## config.mk

```make
export PLATFORM = sky130hd
export DESIGN_NAME = free_block_mru_list_unit
export DESIGN_NICKNAME = d
export VERILOG_FILES = /design/src/hdl/fbml_pkg.sv /design/src/hdl/fbml_ctrl.sv /design/src/hdl/fbml_datapath.sv /design/src/hdl/free_block_mru_list_unit.sv
export SDC_FILE = /design/constraint.sdc
export NUM_CORES = 1
export LEC_CHECK = 0
export BUFFER_PORTS_ARGS = -buffer_cell sky130_fd_sc_hd__buf_2
export CAP_MARGIN = 20
export CORE_MARGIN = 2
export CORE_UTILIZATION = 63
export CTS_BUF_LIST = sky130_fd_sc_hd__clkbuf_16
export DETAILED_ROUTE_END_ITERATION = 10
export GPL_ROUTABILITY_DRIVEN = 0
export PLACE_DENSITY_LB_ADDON = 0.15
export SYNTH_ARGS = -nofsm -noshare
export SYNTH_HDL_FRONTEND = slang
export SYNTH_SLANG_ARGS = --single-unit
```

## constraint.sdc

```tcl
create_clock -name clk -period 5.57 [get_ports clk]
set_input_delay 0.8355 -clock clk [delete_from_list [all_inputs] [get_ports clk]]
set_output_delay 0.8355 -clock clk [all_outputs]
set_load 0.05 [all_outputs]
```

## src/hdl/fbml_pkg.sv

```systemverilog
// ----------------------------------------------------------------------------
// fbml_pkg: shared types and constants of the free block MRU list
// Operation codes, controller state type and the command and status
// structs that join the controller and the datapath.
// ----------------------------------------------------------------------------
`default_nettype none

package fbml_pkg;

  localparam int ADDR_W               = 48;
  localparam int FUNC_W               = 2;
  localparam int LIST_ENTRIES_DEFAULT = 8;

  typedef enum logic [FUNC_W-1:0] {
    FUNC_APPEND  = 2'd0,
    FUNC_REMOVE  = 2'd1,
    FUNC_REPLACE = 2'd2,
    FUNC_NONE    = 2'd3
  } func_t;

  typedef enum logic [1:0] {
    ST_IDLE,
    ST_CMP,
    ST_SCAN,
    ST_UPDATE
  } state_t;

  typedef struct packed {
    logic load;
    logic compare;
    logic scan;
    logic update;
  } cmd_t;

  typedef struct packed {
    logic stop;
  } status_t;

endpackage

`default_nettype wire

```

## src/hdl/fbml_ctrl.sv

```systemverilog
// ----------------------------------------------------------------------------
// fbml_ctrl: sequencer of the free block MRU list
// Takes one request at a time, steps the datapath through compare, scan
// and update, and keeps the result valid flag.
// ----------------------------------------------------------------------------
`default_nettype none

module fbml_ctrl (
  input  wire logic             clk,
  input  wire logic             rst,
  input  wire logic             in_valid,
  output logic                  in_stall,
  output logic                  out_valid,
  input  wire logic             out_stall,
  output fbml_pkg::cmd_t        cmd,
  input  wire fbml_pkg::status_t status
);

  fbml_pkg::state_t state, state_next;
  logic             out_valid_next;

  always_ff @(posedge clk) begin
    if (rst) begin
      state     <= fbml_pkg::ST_IDLE;
      out_valid <= 1'b0;
    end else begin
      state     <= state_next;
      out_valid <= out_valid_next;
    end
  end

  always_comb begin
    state_next     = state;
    cmd            = '0;
    in_stall       = 1'b1;
    out_valid_next = out_valid && out_stall;
    unique case (state)
      fbml_pkg::ST_IDLE: begin
        in_stall = 1'b0;
        if (in_valid) begin
          cmd.load   = 1'b1;
          state_next = fbml_pkg::ST_CMP;
        end
      end
      fbml_pkg::ST_CMP: begin
        cmd.compare = 1'b1;
        state_next  = fbml_pkg::ST_SCAN;
      end
      fbml_pkg::ST_SCAN: begin
        cmd.scan = 1'b1;
        if (status.stop) state_next = fbml_pkg::ST_UPDATE;
      end
      fbml_pkg::ST_UPDATE: begin
        if (!(out_valid && out_stall)) begin
          cmd.update     = 1'b1;
          out_valid_next = 1'b1;
          state_next     = fbml_pkg::ST_IDLE;
        end
      end
      default: state_next = fbml_pkg::ST_IDLE;
    endcase
  end

endmodule

`default_nettype wire

```

## src/hdl/fbml_datapath.sv

```systemverilog
// ----------------------------------------------------------------------------
// fbml_datapath: slot list, match vector, scan counter and result register
// Compares every slot with the key, scans for the first match one slot a
// cycle, then shifts the list around the found slot in one step.
// ----------------------------------------------------------------------------
`default_nettype none

module fbml_datapath #(
  parameter int LIST_ENTRIES = fbml_pkg::LIST_ENTRIES_DEFAULT
) (
  input  wire logic                        clk,
  input  wire logic                        rst,
  input  wire logic [fbml_pkg::FUNC_W-1:0] func,
  input  wire logic [fbml_pkg::ADDR_W-1:0] addr,
  input  wire logic [fbml_pkg::ADDR_W-1:0] new_addr,
  output logic                             found,
  input  wire fbml_pkg::cmd_t              cmd,
  output fbml_pkg::status_t                status
);

  localparam int IDX_W = (LIST_ENTRIES > 1) ? $clog2(LIST_ENTRIES) : 1;
  localparam logic [IDX_W-1:0] IDX_LAST = IDX_W'(LIST_ENTRIES - 1);

  fbml_pkg::func_t             op;
  logic [fbml_pkg::ADDR_W-1:0] key;
  logic [fbml_pkg::ADDR_W-1:0] front;
  logic [fbml_pkg::ADDR_W-1:0] slot      [LIST_ENTRIES];
  logic [fbml_pkg::ADDR_W-1:0] slot_next [LIST_ENTRIES];
  logic [LIST_ENTRIES-1:0]     match;
  logic [IDX_W-1:0]            idx;
  logic [IDX_W-1:0]            pos;
  logic                        hit;
  logic                        scan_hit;
  logic                        scan_last;
  logic                        do_update;
  logic                        found_next;

  assign scan_hit    = match[idx];
  assign scan_last   = (idx == IDX_LAST);
  assign status.stop = scan_hit || scan_last;

  always_ff @(posedge clk) begin
    if (cmd.load) begin
      op    <= fbml_pkg::func_t'(func);
      key   <= (fbml_pkg::func_t'(func) == fbml_pkg::FUNC_APPEND) ? '0 : addr;
      front <= (fbml_pkg::func_t'(func) == fbml_pkg::FUNC_APPEND) ? addr : new_addr;
    end
    if (cmd.compare) begin
      for (int k = 0; k < LIST_ENTRIES; k++) match[k] <= (slot[k] == key);
    end
    if (cmd.scan && status.stop) begin
      pos <= idx;
      hit <= scan_hit;
    end
    if (cmd.update) found <= found_next;
  end

  always_ff @(posedge clk) begin
    if (rst || cmd.compare) begin
      idx <= '0;
    end else if (cmd.scan && !status.stop) begin
      idx <= idx + 1'b1;
    end
  end

  always_comb begin
    unique case (op)
      fbml_pkg::FUNC_APPEND: begin
        do_update  = 1'b1;
        found_next = 1'b1;
      end
      fbml_pkg::FUNC_REMOVE, fbml_pkg::FUNC_REPLACE: begin
        do_update  = hit;
        found_next = hit;
      end
      default: begin
        do_update  = 1'b0;
        found_next = 1'b0;
      end
    endcase
  end

  always_comb begin
    for (int k = 0; k < LIST_ENTRIES; k++) begin
      slot_next[k] = slot[k];
      if (op == fbml_pkg::FUNC_REMOVE) begin
        if (IDX_W'(k) >= pos) begin
          slot_next[k] = (k == LIST_ENTRIES - 1) ? '0 : slot[(k + 1) % LIST_ENTRIES];
        end
      end else if (IDX_W'(k) <= pos) begin
        slot_next[k] = (k == 0) ? front : slot[(k + LIST_ENTRIES - 1) % LIST_ENTRIES];
      end
    end
  end

  always_ff @(posedge clk) begin
    if (rst) begin
      for (int k = 0; k < LIST_ENTRIES; k++) slot[k] <= '0;
    end else if (cmd.update && do_update) begin
      for (int k = 0; k < LIST_ENTRIES; k++) slot[k] <= slot_next[k];
    end
  end

endmodule

`default_nettype wire

```

## src/hdl/free_block_mru_list_unit.sv

```systemverilog
// ----------------------------------------------------------------------------
// free_block_mru_list_unit: most-recent-first list of free block addresses
// Input channel (in_valid/in_stall) carries one request: func, addr and
// new_addr. Append pushes addr in at the front, remove takes out the first
// slot equal to addr, replace moves new_addr to the front in place of addr.
// Output channel (out_valid/out_stall) returns one found flag per request.
// A request goes through a compare step, a scan of one slot a cycle that
// stops at the first matching slot or at the last slot, and an update step
// in which found is registered.
// The next request is taken in the cycle after the update, so a request is
// taken only once the one before it is through.
// The result register parts the two sides: a new request is taken while a
// result waits; a request held by a stalled result waits in its update step
// until the result is taken.
// Reset empties every slot and drops any pending result.
// ----------------------------------------------------------------------------
`default_nettype none

module free_block_mru_list_unit #(
  parameter int LIST_ENTRIES = fbml_pkg::LIST_ENTRIES_DEFAULT
) (
  input  wire logic                        clk,
  input  wire logic                        rst,
  input  wire logic                        in_valid,
  output logic                             in_stall,
  input  wire logic [fbml_pkg::FUNC_W-1:0] func,
  input  wire logic [fbml_pkg::ADDR_W-1:0] addr,
  input  wire logic [fbml_pkg::ADDR_W-1:0] new_addr,
  output logic                             out_valid,
  input  wire logic                        out_stall,
  output logic                             found
);

  fbml_pkg::cmd_t    cmd;
  fbml_pkg::status_t status;

  fbml_ctrl u_ctrl (
    .clk       (clk),
    .rst       (rst),
    .in_valid  (in_valid),
    .in_stall  (in_stall),
    .out_valid (out_valid),
    .out_stall (out_stall),
    .cmd       (cmd),
    .status    (status)
  );

  fbml_datapath #(
    .LIST_ENTRIES (LIST_ENTRIES)
  ) u_datapath (
    .clk      (clk),
    .rst      (rst),
    .func     (func),
    .addr     (addr),
    .new_addr (new_addr),
    .found    (found),
    .cmd      (cmd),
    .status   (status)
  );

endmodule

`default_nettype wire
```

==> Word level (Yosys, flattened, before mapping) <==
Memories as Yosys holds them, arrays and structs flattened.
Index checks and enable logic that the tools add are counted.
{ "totals": {"mem_bits_rw": 384, "mem_bits_ro": 0, "latch_bits": 0, "word_cells": 119, "mem_count": 1, "reg_bits": 117, "out_inout_bits": 3} }
{ "mem_list": {"columns": ["memory", "words", "word_bits", "rd", "rd_ports_with_merged_regs", "wr", "line", "rtl"], "rows": [
  ["u_datapath.slot", 8, 48, 8, 0, 8, "fbml_datapath.sv:27", "logic [fbml_pkg::ADDR_W-1:0] slot [LIST_ENTRIES];"]
]} }
{ "op_classes": {"eq_ne": 17, "n_mux": 53, "div": 0, "bitwise": 8, "n_reduce_logical": 12, "add_sub_neg": 1, "n_shift": 0, "order_cmp": 17, "multipliers": 0} }
{ "op_table": {"columns": ["operator", "count"], "rows": [
  ["$mux W48", 33],
  ["$eq A48 B48 Y1", 8],
  ["$mux W1", 14],
  ["$ge A3 B3 Y1 const A", 4],
  ["$le A3 B3 Y1 const A", 4],
  ["$or A1 B1 Y1", 8],
  ["$pmux W2 S4", 1],
  ["$eq A2 B2 Y1 const B", 3],
  ["$ge A1 B3 Y1 const A", 2],
  ["$ge A2 B3 Y1 const A", 2],
  ["$le A1 B3 Y1 const A", 2],
  ["$le A2 B3 Y1 const A", 2],
  ["$logic_not A2 Y1", 3],
  ["$mux W2", 3],
  ["$eq A2 B1 Y1 const B", 2],
  ["$logic_and A1 B1 Y1", 4],
  ["$lt A3 B4 Y1 const B", 1],
  ["$ne A2 B2 Y1 const B", 2],
  ["$add A3 B1 Y3 const B", 1],
  ["$bmux W1 S3", 1],
  ["$eq A3 B3 Y1 const B", 1],
  ["$reduce_and A3 Y1", 1],
  ["$logic_or A1 B1 Y1", 2],
  ["$ne A2 B1 Y1 const B", 1],
  ["3 further kinds", 3]
]} }

==> Longest topological paths before layout <==
{ "logic_depth": {"depth_word": 8, "depth_mapped": 9, "mapped_depth_nobuf": 6} }

==> By module <==
A second synthesis with hierarchy kept.
{ "unflattened": {"cells_unflattened": 2049, "area_unflattened_um2": 25987.4} }
{ "by_module_without_submodules": {"columns": ["module", "cells_each", "seq_area_each_um2", "n_inst", "area_per_inst_um2"], "rows": [
  ["fbml_datapath", 2025, 14924.3, 1, 25764.7],
  ["fbml_ctrl", 24, 60.1, 1, 222.7]
]} }

==> Least setup slack after synthesis <==
No wires, ideal clock.
{ "synth_path": {"kind": "flip-flop to flip-flop", "from": "register u_datapath.op[1]", "to": "memory u_datapath.slot[0][288] (netlist bit) (enable)", "synth_period_minus_slack_ps": 3935, "arrival_time_ps": 3471, "path_slack_ps": 1635, "path_stages_with_launch": 8, "n_path_buf": 3, "cell_sequence": "edfxtp_1 > inv_1 > ha_1 > buf_2 > buf_2 > buf_2 > a21oi_1 > o21bai_1"} }
{ "synth_lines": {"columns": ["element", "line", "rtl"], "rows": [
  ["start: declaration", "fbml_datapath.sv:24", "fbml_pkg::func_t op;"],
  ["start signal: assignment", "fbml_datapath.sv:44", "op <= fbml_pkg::func_t'(func);"],
  ["end: declaration", "fbml_datapath.sv:27", null]
]} }

==> results.md <==
- Status: completed
- Cell count after synthesis: 2051
- TritonCTS clock tree: yes
- Later-pin clock latency in the skew report: 610 ps
- Highest attainable clock frequency: 310.0 MHz
- Final antenna diode count: 0
- Pre-CTS setup slack: 2472 ps
- Max-cap check violation count: 0
- Required arrival time at the worst endpoint: 5900 ps
- Post-synth ARST share: 0%
- Netlist Area Pre-Place: 26210 µm²
- Max transition margin: 28.02%
- Number of vias in the routed layout: 16930
- Sum of net half-perimeters after detailed placement: 53.17 mm
- Setup fix buffers added after clock tree synthesis: 0
- Area occupied by multi-input gates: 10550 µm²
- Number of antenna violations at the first check in global routing: 1
- Kind of capture point of the worst setup path: flip-flop
- Portion of the clock cycle consumed by the worst path in the final layout: 57.91%
- Maximum level of the CTS H-tree: 2
- P per Cell Area: 380.3 nW/µm²
- Internal power: 7.309 mW
- Syn-to-layout area delta: 8.814%
- Total number of yosys warnings: 0
- CP Class: reg2reg
- Cts-stage hold buffer count: 0
- Site Rows: 74
- Worst Hold Class: in2reg
- CTS buffer count: 53
- Routed Antenna Nets: 0
- Clock transition at the registers of the reported paths: 60 ps
- Max IR drop VDD: 0.2532 mV
- WP data arrival: 3550 ps
- Biggest fanout along the worst timing path: 106
- Delay contributed by the slowest stage of the critical path: 940 ps
- Die area: 43240 µm²
- Total routing resource utilization after global routing: 33.17%
- Relative contribution of the clock network to total power: 29.8%
- Starting Density: 64.03%
- Final min period: 3225 ps
- Cell type of the slowest stage on the worst timing path: sky130_fd_sc_hd__buf_4
- Gr busiest metal: met1
- Sum Neg Setup Slack: 0 ps
- Switching power as a share of total power: 32.60%
- Hold violation total from the final report: 0
- Overflow left after global routing: 0
- Clock Tree Buf Depth: 3
- Port Buffers: 104
- Unrepaired setup endpoints after global routing: false
- Internal reg-to-reg setup slack: 2340 ps
- Global-route wire length before repair: 104.8 mm
- Cell chosen for the clock root: sky130_fd_sc_hd__clkbuf_16
- Average footprint of a synthesized cell: 12.78 µm²
- Overall die width: 208.0 µm
- P_leak: 10.76 nW
- Sequential cell area in the final layout: 14980 µm²
- Slew Limit Fails: 0
- Most used flip-flop cell after synthesis: sky130_fd_sc_hd__edfxtp_1
- Fraction of the yosys area taken by sequential cells: 57.18%
- Number of instances resized during post-cts repair: 0
- Count of different cell masters after synthesis: 34
- Total Routed Length: 72.53 mm
- Commonest cells after routing, fill and taps aside: sky130_fd_sc_hd__edfxtp_1, sky130_fd_sc_hd__xor2_1, sky130_fd_sc_hd__mux2i_1
- Pre-antenna DRT Iters: 5
- Commonest non-fill, non-tap cell in the layout: sky130_fd_sc_hd__edfxtp_1
- Starting DRC count in detailed routing: 2139
- Average detailed-routed wire length per instance: 27.22 µm
- Global Route met1 Usage: 49.00%
- Number of enable flip-flop cells after synthesis: 495
- Clock sink count: 501
- Critical path, cell by cell: inv_1 > ha_4 > buf_12 > buf_4 > mux2i_1 > nor2_1
- Fill count: 2934
- Slew @ Worst Pin: 1080 ps
- Final worst clock skew: 15.29 ps
- Area of the placeable core: 40920 µm²
- Number of global-route vias before repair: 16030
- Fraction of layout cells with a size suffix above 1: 12.34%
- Proportion of power drawn by flip-flops and latches: 49.6%
- Count of nets after finishing: 2200
- Post-Syn Nets: 2163
- Maximum number of pins on one net before global-route repair: 141
- Met2 usage in global routing: 47.71%
- Setup Viol. Count Final: 0
- Crit path setup slack, layout: 2345 ps
- Vias per Instance: 6.357
- DRC violations left: 0
- Number of register bits inferred by synthesis: 501
- GR met3 Demand/Resource: 3.879%
- Crit path max-delay family: buffers and inverters
- Reported net switching power: 3.535 mW
- Share of total power in combinational logic: 20.6%
- Crit path buffers/inverters: 3
- Critical path launch point type: flip-flop
- Total I/O pin count: 105
- Y dimension of the die: 208.0 µm
[routing by layer]
metal	vias up	routed length (µm)
met1	8312	29390
met4	2	4761
li1	7359	-
met2	1088	31090
met3	173	7264
met5	-	18
[state kept, by name, indices dropped and copies added (netlist names)]
name	cells
u_datapath.key	48
u_datapath.pos	3
u_ctrl.out_valid	1
u_datapath.found	1
u_datapath.match	8
u_datapath.front	48
u_ctrl.state	2
u_datapath.op	2
u_datapath.hit	1
u_datapath.slot	384
u_datapath.idx	3
[final timing paths]
check | start | end | cells past startpoint
max | u_datapath.op[1]$_DFFE_PP_ | u_datapath.slot[0][168]$_SDFFCE_PN0P_ | 6
min | func[0] | u_datapath.op[0]$_DFFE_PP_ | 1
max reg2reg | u_datapath.op[1]$_DFFE_PP_ | u_datapath.slot[0][168]$_SDFFCE_PN0P_ | 6
min reg2reg | u_datapath.idx[2]$_SDFFE_PP0P_ | u_datapath.pos[2]$_DFFE_PP_ | 0
[layout make-up]
cell class / count / area share [%]
Sequential cell: 501 / 52.55
Multi-Input combinational cell: 1401 / 36.99
Clock buffer: 55 / 4.827
Timing Repair Buffer: 125 / 2.554
Tap cell: 532 / 2.334
Clock inverter: 44 / 0.6670
Inverter: 6 / 0.07898
[worst register-to-register path, cell delays in order (launching register included)]
cell and delay [ps]:
sky130_fd_sc_hd__edfxtp_1 390, sky130_fd_sc_hd__inv_1 120, sky130_fd_sc_hd__ha_4 330, sky130_fd_sc_hd__buf_12 540
sky130_fd_sc_hd__buf_4 1150, sky130_fd_sc_hd__mux2i_1 360, sky130_fd_sc_hd__nor2_1 60
[cell families after synthesis]
| group | Yosys count | synth area share (%) |
|---|---|---|
| buffers and inverters | 149 | 2.884 |
| flip-flops | 501 | 57.18 |
| XOR/XNOR | 384 | 12.83 |
| AND/OR/NAND/NOR | 587 | 10.68 |
| AO/OA/AOI/OAI | 28 | 0.6923 |
| adder cells (fa/ha/maj) | 10 | 0.4775 |
| multiplexers | 392 | 15.25 |
[synth_stat cells (7+ instances only)]
master | instances | area (µm²)
sky130_fd_sc_hd__mux2i_1 | 343 | 3433
sky130_fd_sc_hd__nor4_1 | 96 | 600.6
sky130_fd_sc_hd__a21oi_1 | 8 | 40.04
sky130_fd_sc_hd__nor3_1 | 10 | 50.05
sky130_fd_sc_hd__xor2_1 | 384 | 3363
sky130_fd_sc_hd__nand4_1 | 24 | 150.1
sky130_fd_sc_hd__ha_1 | 10 | 125.1
sky130_fd_sc_hd__and2_1 | 49 | 306.5
sky130_fd_sc_hd__buf_6 | 24 | 270.3
sky130_fd_sc_hd__mux2_2 | 48 | 540.5
sky130_fd_sc_hd__clkbuf_1 | 98 | 367.9
sky130_fd_sc_hd__buf_1 | 8 | 30.03
sky130_fd_sc_hd__nor2_1 | 343 | 1287
sky130_fd_sc_hd__buf_2 | 13 | 65.06
sky130_fd_sc_hd__nor2b_1 | 49 | 306.5
sky130_fd_sc_hd__edfxtp_1 | 495 | 14860
sky130_fd_sc_hd__o21ai_0 | 7 | 35.03
[through the flow]
step | total power, mW | hold WS, ps | cells | utilization, % | cell area [µm²]
final | 10.84 | 461.3 | 2664 | 69.68 | 28510
after global routing | 11.13 | 465.1 | 2664 | 69.68 | 28510
after detailed placement | 7.611 | 524.7 | 2564 | 65.80 | 26930
after floorplan | 6.721 | 459.2 | 2051 | - | 26210
after global placement | 7.551 | 496.2 | 2564 | 65.80 | 26930
after CTS | 10.80 | 449.5 | 2663 | 69.63 | 28490
[power by group through the flow]
stage | clock [mW] | combinational (mW) | sequential (mW)
2_1_floorplan | 0 | 1.81 | 4.91
3_3_place_gp | 0 | 2.16 | 5.39
3_5_place_dp | 0 | 2.20 | 5.41
4_1_cts | 3.25 | 2.21 | 5.34
5_1_grt | 3.37 | 2.35 | 5.40
6_report | 3.23 | 2.23 | 5.38
Power figures use the tool's default switching activity.
